[config.mk]
export PLATFORM = sky130hd
export DESIGN_NAME = running_min_max_block_average
export DESIGN_NICKNAME = d
export VERILOG_FILES = /design/src/rtl/core/rmmba_pkg.sv /design/src/rtl/core/running_min_max_block_average.sv
export SDC_FILE = /design/constraint.sdc
export NUM_CORES = 1
export LEC_CHECK = 0
export BUFFER_PORTS_ARGS = -buffer_cell sky130_fd_sc_hd__buf_2
export CAP_MARGIN = 10
export CELL_PAD_IN_SITES_DETAIL_PLACEMENT = 0
export CELL_PAD_IN_SITES_GLOBAL_PLACEMENT = 1
export CORE_ASPECT_RATIO = 0.9
export CORE_UTILIZATION = 40
export DETAILED_ROUTE_END_ITERATION = 10
export GPL_TIMING_DRIVEN = 0
export PLACE_DENSITY = 0.77
export SYNTH_ARGS = -nofsm -noshare
export SYNTH_HDL_FRONTEND = slang
export SYNTH_SLANG_ARGS = --single-unit
[constraint.sdc]
create_clock -name clk -period 5.5 [get_ports clk]
set_input_delay 0.55 -clock clk [delete_from_list [all_inputs] [get_ports clk]]
set_output_delay 0.55 -clock clk [all_outputs]
set_load 0.02 [all_outputs]
[src/rtl/core/rmmba_pkg.sv]
// ----------------------------------------------------------------------------
// rmmba_pkg
// Shared widths, types and constants for the running min/max block averager.
// ----------------------------------------------------------------------------
package rmmba_pkg;

	localparam int SAMPLE_W = 16;
	localparam int SUM_W    = 20;
	localparam int CNT_W    = 5;
	localparam int AVG_W    = 24;
	localparam int FRAC_W   = 8;
	localparam int DVD_W    = SUM_W + FRAC_W;

	typedef logic signed [SAMPLE_W-1:0] sample_t;
	typedef logic signed [SUM_W-1:0]    sum_t;
	typedef logic        [CNT_W-1:0]    cnt_t;
	typedef logic signed [AVG_W-1:0]    avg_t;
	typedef logic        [DVD_W-1:0]    dvd_t;

	// register map (word index)
	localparam logic REG_BLOCK_LENGTH = 1'b0;

	localparam cnt_t    LEN_RESET = 5'd5;
	localparam cnt_t    LEN_MAX   = 5'd16;
	localparam cnt_t    LEN_MIN   = 5'd1;
	localparam sample_t MAX_RESET = -16'sd1;
	localparam sample_t MIN_RESET = 16'sd32767;

endpackage

[src/rtl/core/running_min_max_block_average.sv]
// Sequence: a request is registered, then the channel is updated and the result
//   registered; when a block completes, the update is followed by 28 divide steps
//   and a sign fix before the result is registered.
// Throughput: one request at a time; the next request is taken in the cycle after the
//   result is taken, so the bit-serial restoring divider sets the rate at block ends.
// Reset: arst_n clears the channel pointer, sums and counts, sets every max to
//   -1 and every min to 32767, and block_length to 5.
// ----------------------------------------------------------------------------
// running_min_max_block_average
// Round-robin per-channel running max/min with a block average in Q.8, the
// average computed by a shared one-bit-per-cycle divider.
// ----------------------------------------------------------------------------
module running_min_max_block_average
	import rmmba_pkg::*;
#(
	parameter int NUM_CHANNELS = 2
) (
	input  logic                  clk,
	input  logic                  arst_n,
	// sample channel
	input  logic                  sample_valid,
	output logic                  sample_stall,
	input  logic signed [15:0]    sample,
	// result channel
	output logic                  result_valid,
	input  logic                  result_stall,
	output logic                  channel,
	output logic signed [15:0]    max_value,
	output logic signed [15:0]    min_value,
	output logic                  average_valid,
	output logic signed [23:0]    average,
	// configuration port
	input  logic                  psel,
	input  logic                  penable,
	input  logic                  pwrite,
	input  logic [2:0]            paddr,
	input  logic [31:0]           pwdata,
	output logic [31:0]           prdata,
	output logic                  pready
);

	localparam int PTR_W = (NUM_CHANNELS > 1) ? $clog2(NUM_CHANNELS) : 1;
	localparam int DCNT_W = $clog2(DVD_W);

	localparam logic [2:0] ST_IDLE = 3'd0;
	localparam logic [2:0] ST_UPD  = 3'd1;
	localparam logic [2:0] ST_DIV  = 3'd2;
	localparam logic [2:0] ST_NEG  = 3'd3;
	localparam logic [2:0] ST_OUT  = 3'd4;

	logic [2:0]       state_q;
	logic [PTR_W-1:0] ptr_q;
	cnt_t             blk_len_q;
	sample_t          sample_q;

	sample_t max_q   [NUM_CHANNELS];
	sample_t min_q   [NUM_CHANNELS];
	sum_t    sum_q   [NUM_CHANNELS];
	cnt_t    count_q [NUM_CHANNELS];

	// divider state
	dvd_t              dvd_q;
	cnt_t              rem_q;
	cnt_t              divisor_q;
	logic [DCNT_W-1:0] dcnt_q;
	logic              neg_q;

	// result register
	logic    result_valid_q;
	logic    channel_q;
	sample_t max_out_q;
	sample_t min_out_q;
	logic    avg_valid_q;
	avg_t    avg_q;

	logic             sample_take;
	logic             cfg_write;
	logic [PTR_W-1:0] ptr_next;
	cnt_t             eff_len;
	sample_t          max_new;
	sample_t          min_new;
	sum_t             sum_new;
	cnt_t             n_new;
	logic             blk_done;
	logic [SUM_W-1:0] sum_mag;
	logic [CNT_W:0]   rem_sh;
	logic             rem_ge;
	logic [CNT_W:0]   rem_sub;
	avg_t             quot;

	assign sample_take  = sample_valid && !sample_stall;
	assign sample_stall = (state_q != ST_IDLE);
	assign cfg_write    = psel && penable && pwrite && pready;
	assign pready       = 1'b1;

	// read back the length register; other words read zero
	always_comb begin
		prdata = '0;
		if (paddr[2] == REG_BLOCK_LENGTH) begin
			prdata[CNT_W-1:0] = blk_len_q;
		end
	end

	// advance the round-robin pointer with wrap
	assign ptr_next = (ptr_q == PTR_W'(NUM_CHANNELS - 1)) ? '0 : ptr_q + 1'b1;

	// clamp the configured length into 1..16
	always_comb begin
		if (blk_len_q == '0) begin
			eff_len = LEN_MIN;
		end else if (blk_len_q > LEN_MAX) begin
			eff_len = LEN_MAX;
		end else begin
			eff_len = blk_len_q;
		end
	end

	// per-channel update terms for the selected channel
	assign max_new  = (sample_q > max_q[ptr_q]) ? sample_q : max_q[ptr_q];
	assign min_new  = (sample_q < min_q[ptr_q]) ? sample_q : min_q[ptr_q];
	assign sum_new  = sum_q[ptr_q] + SUM_W'(sample_q);
	assign n_new    = count_q[ptr_q] + 1'b1;
	assign blk_done = (n_new >= eff_len);
	assign sum_mag  = sum_new[SUM_W-1] ? (SUM_W)'(-sum_new) : sum_new;

	// one restoring divide step
	assign rem_sh  = {rem_q, dvd_q[DVD_W-1]};
	assign rem_ge  = (rem_sh >= {1'b0, divisor_q});
	assign rem_sub = rem_sh - {1'b0, divisor_q};
	assign quot    = dvd_q[AVG_W-1:0];

	// configuration register
	always_ff @(posedge clk or negedge arst_n) begin
		if (!arst_n) begin
			blk_len_q <= LEN_RESET;
		end else if (cfg_write && (paddr[2] == REG_BLOCK_LENGTH)) begin
			blk_len_q <= pwdata[CNT_W-1:0];
		end
	end

	// sequencer, channel state and result register
	always_ff @(posedge clk or negedge arst_n) begin
		if (!arst_n) begin
			state_q        <= ST_IDLE;
			ptr_q          <= '0;
			sample_q       <= '0;
			dvd_q          <= '0;
			rem_q          <= '0;
			divisor_q      <= '0;
			dcnt_q         <= '0;
			neg_q          <= 1'b0;
			result_valid_q <= 1'b0;
			channel_q      <= 1'b0;
			max_out_q      <= '0;
			min_out_q      <= '0;
			avg_valid_q    <= 1'b0;
			avg_q          <= '0;
			for (int c = 0; c < NUM_CHANNELS; c++) begin
				max_q[c]   <= MAX_RESET;
				min_q[c]   <= MIN_RESET;
				sum_q[c]   <= '0;
				count_q[c] <= '0;
			end
		end else begin
			unique case (state_q)
				ST_IDLE: begin
					if (sample_take) begin
						sample_q <= sample;
						ptr_q    <= ptr_next;
						state_q  <= ST_UPD;
					end
				end
				ST_UPD: begin
					max_q[ptr_q] <= max_new;
					min_q[ptr_q] <= min_new;
					channel_q    <= ptr_q[0];
					max_out_q    <= max_new;
					min_out_q    <= min_new;
					avg_valid_q  <= blk_done;
					if (blk_done) begin
						sum_q[ptr_q]   <= '0;
						count_q[ptr_q] <= '0;
						dvd_q          <= {sum_mag, {FRAC_W{1'b0}}};
						rem_q          <= '0;
						divisor_q      <= n_new;
						neg_q          <= sum_new[SUM_W-1];
						dcnt_q         <= '0;
						state_q        <= ST_DIV;
					end else begin
						sum_q[ptr_q]   <= sum_new;
						count_q[ptr_q] <= n_new;
						avg_q          <= '0;
						result_valid_q <= 1'b1;
						state_q        <= ST_OUT;
					end
				end
				ST_DIV: begin
					rem_q  <= rem_ge ? rem_sub[CNT_W-1:0] : rem_sh[CNT_W-1:0];
					dvd_q  <= {dvd_q[DVD_W-2:0], rem_ge};
					dcnt_q <= dcnt_q + 1'b1;
					if (dcnt_q == DCNT_W'(DVD_W - 1)) begin
						state_q <= ST_NEG;
					end
				end
				ST_NEG: begin
					// restore the sign; magnitude divide gives truncation toward zero
					avg_q          <= neg_q ? -quot : quot;
					result_valid_q <= 1'b1;
					state_q        <= ST_OUT;
				end
				ST_OUT: begin
					if (!result_stall) begin
						result_valid_q <= 1'b0;
						state_q        <= ST_IDLE;
					end
				end
				default: begin
					state_q <= ST_IDLE;
				end
			endcase
		end
	end

	assign result_valid  = result_valid_q;
	assign channel       = channel_q;
	assign max_value     = max_out_q;
	assign min_value     = min_out_q;
	assign average_valid = avg_valid_q;
	assign average       = avg_q;

	// a pending result blocks new requests
	a_result_blocks_input: assert property (@(posedge clk) disable iff (!arst_n)
		result_valid |-> sample_stall)
		else $error("request accepted while a result is pending");

	// average reads zero unless a block completed
	a_average_zero: assert property (@(posedge clk) disable iff (!arst_n)
		(result_valid && !average_valid) |-> (average == '0))
		else $error("average not zero without a completed block");

	// block count always stays below the largest length
	a_count_bound: assert property (@(posedge clk) disable iff (!arst_n)
		count_q[ptr_q] < LEN_MAX)
		else $error("block count out of range");

	// divider always finishes into the sign fix step
	a_div_end: assert property (@(posedge clk) disable iff (!arst_n)
		(state_q == ST_DIV && dcnt_q == DCNT_W'(DVD_W - 1)) |=> (state_q == ST_NEG))
		else $error("divider did not finish");

	// divisor is a valid block length while dividing
	a_divisor_range: assert property (@(posedge clk) disable iff (!arst_n)
		(state_q == ST_DIV) |-> (divisor_q != '0 && divisor_q <= LEN_MAX))
		else $error("divisor out of range");

endmodule

**Word-level counts from Yosys, hierarchy flattened**

Cells that the tools add are included.

- Add/sub/neg operators: 7
- Multiply operators: 0
- Divide/modulo/power cells: 0
- Magnitude comparators: 7
- Equal/unequal tests: 10
- Shift-type cells: 0
- Mux-type cells: 48
- Bitwise logic cells: 6
- Reductions and logical operators: 18

Operator list:

| kind | count |
|---|---|
| two-way mux 16 bit | 9 |
| two-way mux 20 bit | 5 |
| bitwise mux 32 bit | 2 |
| one-hot mux 28 bit (2 select lines) | 1 |
| two-way mux 24 bit | 2 |
| one-hot mux 24 bit (2 select lines) | 1 |
| two-way mux 5 bit | 9 |
| bitwise AND 40 bit | 1 |
| bitwise mux 40 bit | 1 |
| two-way mux 40 bit | 1 |
| NOT 40 bit | 1 |
| two-way mux 28 bit | 1 |
| negation 24 bit | 1 |
| adder 20 x 16 -> 20 bit | 1 |
| demux 20 bit (select 1 bit) | 1 |
| negation 20 bit | 1 |
| one-hot mux 5 bit (2 select lines) | 2 |
| demux 16 bit (select 1 bit) | 1 |
| > comparator 16 bit | 1 |
| less-than comparator 16 bit | 1 |
| one-hot mux 3 bit (5 select lines) | 1 |
| two-way mux 3 bit | 4 |
| adder 5 x 1 -> 5 bit (second input constant) | 2 |
| bitwise AND 10 bit | 1 |
| 28 further kinds | 45 |

- Flip-flop bits (word level): 242
- Bits in latches: 0
- Bits in writable memories: 0
- Bits in read-only memories: 0
- Input port bits: 58
- Word-level logic and storage cells: 119
- Memories kept: 0

**Logic depth before layout (Yosys ltp)**

- Word-level depth: 9
- Gate-level depth with buffers: 16
- Depth with buffers taken out: 14

**Worst setup path before layout**

No wires, ideal clock.

- Path type: reg-to-reg
- Start point: register ptr_q
- End point: register dvd_q[26]
- Setup time: 76 ps
- Arrival: 4201 ps
- Data required time: 5424 ps
- Setup slack: 1223 ps
- Cell stages (with the launch flop): 16
- Period minus slack after synthesis: 4277 ps
- Path through: dfrtp_1 > buf_4 > clkbuf_1 > buf_1 > clkbuf_1 > mux2_2 > ha_1 > and3_1 > a211oi_1 > mux2i_1 > o21ai_0 > a311o_1 > nor3_1 > a41oi_1 > xor2_1 > o21ai_1

- Cells in the longest elaborated chain, start to end: 9
- Elaborated cells on any way between the ends: 16

Ends and longest elaborated chain:

| element | line | RTL |
|---|---|---|
| start, declared | running_min_max_block_average.sv:52 | `logic [PTR_W-1:0] ptr_q;` |
| start signal, assigned | running_min_max_block_average.sv:169 | `ptr_q <= ptr_next;` |
| NOT 1 -> 2 bit (implied by the code) (*) | running_min_max_block_average.sv:121, running_min_max_block_average.sv:122 |  |
| two-way mux 20 bit (implied by the code) (3 in series) | running_min_max_block_average.sv:121 | `assign sum_new = sum_q[ptr_q] + SUM_W'(sample_q);` |
| adder 20 x 16 -> 20 bit | running_min_max_block_average.sv:121 |  |
| negation 20 bit | running_min_max_block_average.sv:124 | `assign sum_mag = sum_new[SUM_W-1] ? (SUM_W)'(-sum_new) : sum_new;` |
| two-way mux 20 bit | running_min_max_block_average.sv:124 |  |
| two-way mux 28 bit | running_min_max_block_average.sv:180 | `if (blk_done) begin` |
| one-hot mux 28 bit (2 select lines) | running_min_max_block_average.sv:165 | `unique case (state_q)` |
| end signal, assigned | running_min_max_block_average.sv:183 | `dvd_q <= {sum_mag, {FRAC_W{1'b0}}};` |
| end signal, assigned | running_min_max_block_average.sv:199 | `dvd_q <= {dvd_q[DVD_W-2:0], rem_ge};` |
| end, declared | running_min_max_block_average.sv:62 | `dvd_t dvd_q;` |

Mark *: on every way between the ends. The rest lies on a longest branch, timed or not. The select of a mux whose other input is x is not followed.
A chain may end at the register's enable or synchronous reset.

**Final worst setup path**

- Start point: register ptr_q
- End point: register dvd_q[25]

Same word-level chain as after synthesis.

==> summary.md <==
| Metric | Value |
|---|---|
| Dominant synthesized flop cell | dfrtp_1 |
| FF+latch count, synth | 242 |
| Avg Cell Area, Syn | 9.82 µm² |
| Post-synth EDFFs | 0 |
| Post-Syn Instances | 1,365 |
| Synth cell types | 73 |
| Via count | about 10k |
| Post-CTS sizing | 0 |
| MaxCap Viol Count | 0 |
| Critical path cell sequence | buf_4 > buf_1 > clkbuf_1 > mux2_2 > ha_1 > and3_1 > a211oi_1 > mux2i_1 > o21ai_0 > a311o_1 > nor3_1 > a31oi_1 > xor2_1 > o21ai_0 |
| Row cnt | 63 |
| CP Buf/Inv Count | 3 |
| Hold Vio Cnt, Final | 0 |
| Clock buffer depth | 3 |
| Startpoint types | flop |
| Post-synth top area share | roughly 33% |
| DIE WIDTH | 195 µm |
| Root buffer cell | clkbuf_16 |
| Worst-path clk slew | 0.06 ns |
| Setup TNS | 0 ns |
| Worst-Skew Late Latency | 0.54 ns |
| Routed wire length | around 35,000 µm |
| # setup viols final | 0 |
| DRC | 0 |
| Clk_skew | between 0.008 and 0.009 ns |
| # diodes | 0 |
| Worst EP required | 5.95 ns |
| Critical Path Fanout Max | 16 |
| Placer Congestion | ~0.86 |
| Post-synth ARST share | 100% |
| DRT Pass-1 Iters | 6 |
| Least-Margin Pin Slew | 1.14 ns |
| Critical Path Source | ptr_q$_DFFE_PN0P_ |
| Core outline area | about 33,000 µm² |
| H-tree levels | 1 |
| I/O Pins | 151 |
| Delay-heaviest family, CP | buffers and inverters |
| First-pass GRT wire length | 56,000 µm |
| Filler cells | 3,192 |
| Post-Synthesis Cell Area | 13,400 µm² |
| Largest area contributor in the netlist | dfrtp_1 |
| Highest Clock Rate | just over 0.2 GHz |
| DR vias/cell | 5.33 |
| TritonCTS clock tree | built |
| Sequential element share of the synthesized area | 45.8% |
| Ys Warns | 0 |
| Slew headroom | 23.7% |
| Largest net degree at the start of global routing | 107 |
| Post-DP HPWL | 25,500 µm |
| Crit Reg-Reg Startpoint | ptr_q$_DFFE_PN0P_ |
| Arr. time, crit path | 5.35 ns |
| Initial antenna violation count | 0 |
| Critical path class | reg2reg |
| CP max stage delay | 0.60 ns |
| WL/cell | 17.6 µm |
| Die Y | 176 µm |
| GR Overflow Total | 0 |
| Nets | about 1.6k |
| Hold wc startpoint | sample[10] |
| Post-DRT Antenna Nets | 0 |
| Most frequent CP cell | o21ai_0 |
| Final worst path period share | 89.0% |
| Share of post-route cells with drive strength above 1 | 21.6% |
| Drt first-iter violations | 645 |
| Main area contributors after synthesis | dfrtp_1 (33%), dfstp_2 (13%), o21ai_0 (7.7%) |
| Clock sink count | 242 |
| Setup bufs post-CTS | 0 |
| Fin crit period | approximately 4.9 ns |
| Vias in the first global route | between 10k and 15k |
| Pins Over Slew Limit | 0 |
| Slowest-stage cell, CP | clkbuf_1 |
| Die area | 34,300 µm² |
| Status | finished, final reports clean |
| GRT Total Usage | 20.5% |
| RSZ-0062 raised after global routing | false |
| Initial Util | between 40% and 50% |
| Worst hold path type | in2reg |
| CP endpoint kind | flop |
| P&R area growth vs syn | 15.4% |
| CTS Buf Count | 27 |
| PortBufs | 93 |
## cell type report
class | instances | area, µm² | share of cell area (%)
multi-input cells | 1011 | 6730 | 43.5
flip-flops and latches | 242 | 6140 | 39.7
clock buffers | 41 | 778 | 5.03
repair buffers | 96 | 541 | 3.49
well taps | 422 | 528 | 3.41
plain buffers | 97 | 490 | 3.17
inverters | 40 | 150 | 0.970
clock inverters | 9 | 126 | 0.817
## synthesized netlist by cell type, types with 6 or more instances
cell / number
xor2_1: 37
o21ai_0: 205
o21ai_1: 8
dfstp_2: 64
nand2_1: 195
o31ai_1: 19
a31oi_1: 6
a21o_1: 36
dfrtp_1: 178
nand4_1: 16
buf_4: 29
nor2_1: 58
nor2b_1: 11
a22oi_1: 17
and2_1: 6
ha_1: 64
xnor2_1: 19
a21oi_1: 31
mux2i_1: 53
mux2_2: 72
clkbuf_1: 56
nand3_1: 22
and3_1: 6
nor3_1: 17
buf_2: 8
inv_1: 40
a211oi_1: 7
## tightest hold or removal path: cells and delay by family
kind	cells	cell delay, ns
AOI/OAI and AO/OA	1	0.05
buffers and inverters	1	0.08
and+or+nand+nor	1	0.04
## stage by stage
stage	area [µm²]	std cells	hold WS, ns	setup slack (ns)	utilization (%)
floorplan	13500	1391	0.254	1.22	-
global placement	14500	1906	0.455	-0.434	44.0
detailed placement	14600	1908	0.444	0.0712	44.2
CTS	15500	1959	0.208	0.0602	47.0
global route	15500	1958	0.211	0.110	47.0
finish	15500	1958	0.222	0.608	47.0
## logic make-up (layout without fill, tap and decap cells)
logic type	after synthesis	count (layout)	share of synthesized area [%]
other	2	28	0.0560
adders and majority gates	66	66	6.27
buffers and inverters	138	283	4.81
DFF	242	242	45.8
and+or+nand+nor	366	366	12.3
AOI/OAI and AO/OA	365	365	16.7
xor gates and xnor gates	58	58	3.90
muxes	128	128	10.3
## timing repair
action,4_1_cts,5_1_grt
endpoints found under the setup margin,0,19
hold endpoints to repair,34,0
hold buffers,1,0
## final timing paths
check                      cells after the start  slack (ns)                  endpoint
hold reg to reg                                2        0.47   average[12]$_DFFE_PN0P_
min in group asynchronous                      2        0.48    average[7]$_DFFE_PN0P_
setup reg to reg                              14        0.61     dvd_q[25]$_DFFE_PN0P_
hold / removal                                 3        0.22  sample_q[10]$_DFFE_PN0P_
max in group asynchronous                      3        4.15   sample_q[3]$_DFFE_PN0P_
setup / recovery                              14        0.61     dvd_q[25]$_DFFE_PN0P_
## metal layers
layer	global-route usage (%)	part of all wire [%]	vias up	wire, µm
met5	0	0	-	0
met1	30.6	50	5143	17200
met2	31.8	45	185	15400
met3	2.11	3.5	39	1220
met4	4.56	2.0	0	682
li1	-	-	5075	-
## state kept, by name, summed over array words and instances (netlist names), 10 cells and up
name,cells
count_q,10
sample_q,16
sum_q,40
max_q,32
min_q,32
min_value,16
average,24
max_value,16
dvd_q,28
## cell usage in the layout (no fill, tap or decap), types with 6 or more instances in the layout
master	Yosys	layout
and2_1	6	6
nor3_1	17	17
buf_2	8	100
nor2_1	58	58
a22oi_1	17	17
xnor2_1	19	19
nand4_1	16	16
dfstp_2	64	64
nand3_1	22	22
o21ai_1	8	8
and3_1	6	6
inv_1	40	40
nand2_1	195	195
buf_4	29	29
a21o_1	36	36
a21oi_1	31	31
mux2i_1	53	53
o21ai_0	205	205
clkbuf_16	0	27
ha_1	64	64
mux2_2	72	72
clkbuf_1	56	64
xor2_1	37	37
a31oi_1	6	6
o31ai_1	19	19
a211oi_1	7	7
conb_1	2	28
nor2b_1	11	11
dfrtp_1	178	178
Power is left out: the tool's default activity adds up to more than one toggle a clock period on the data nets, which glitch-free logic cannot reach.
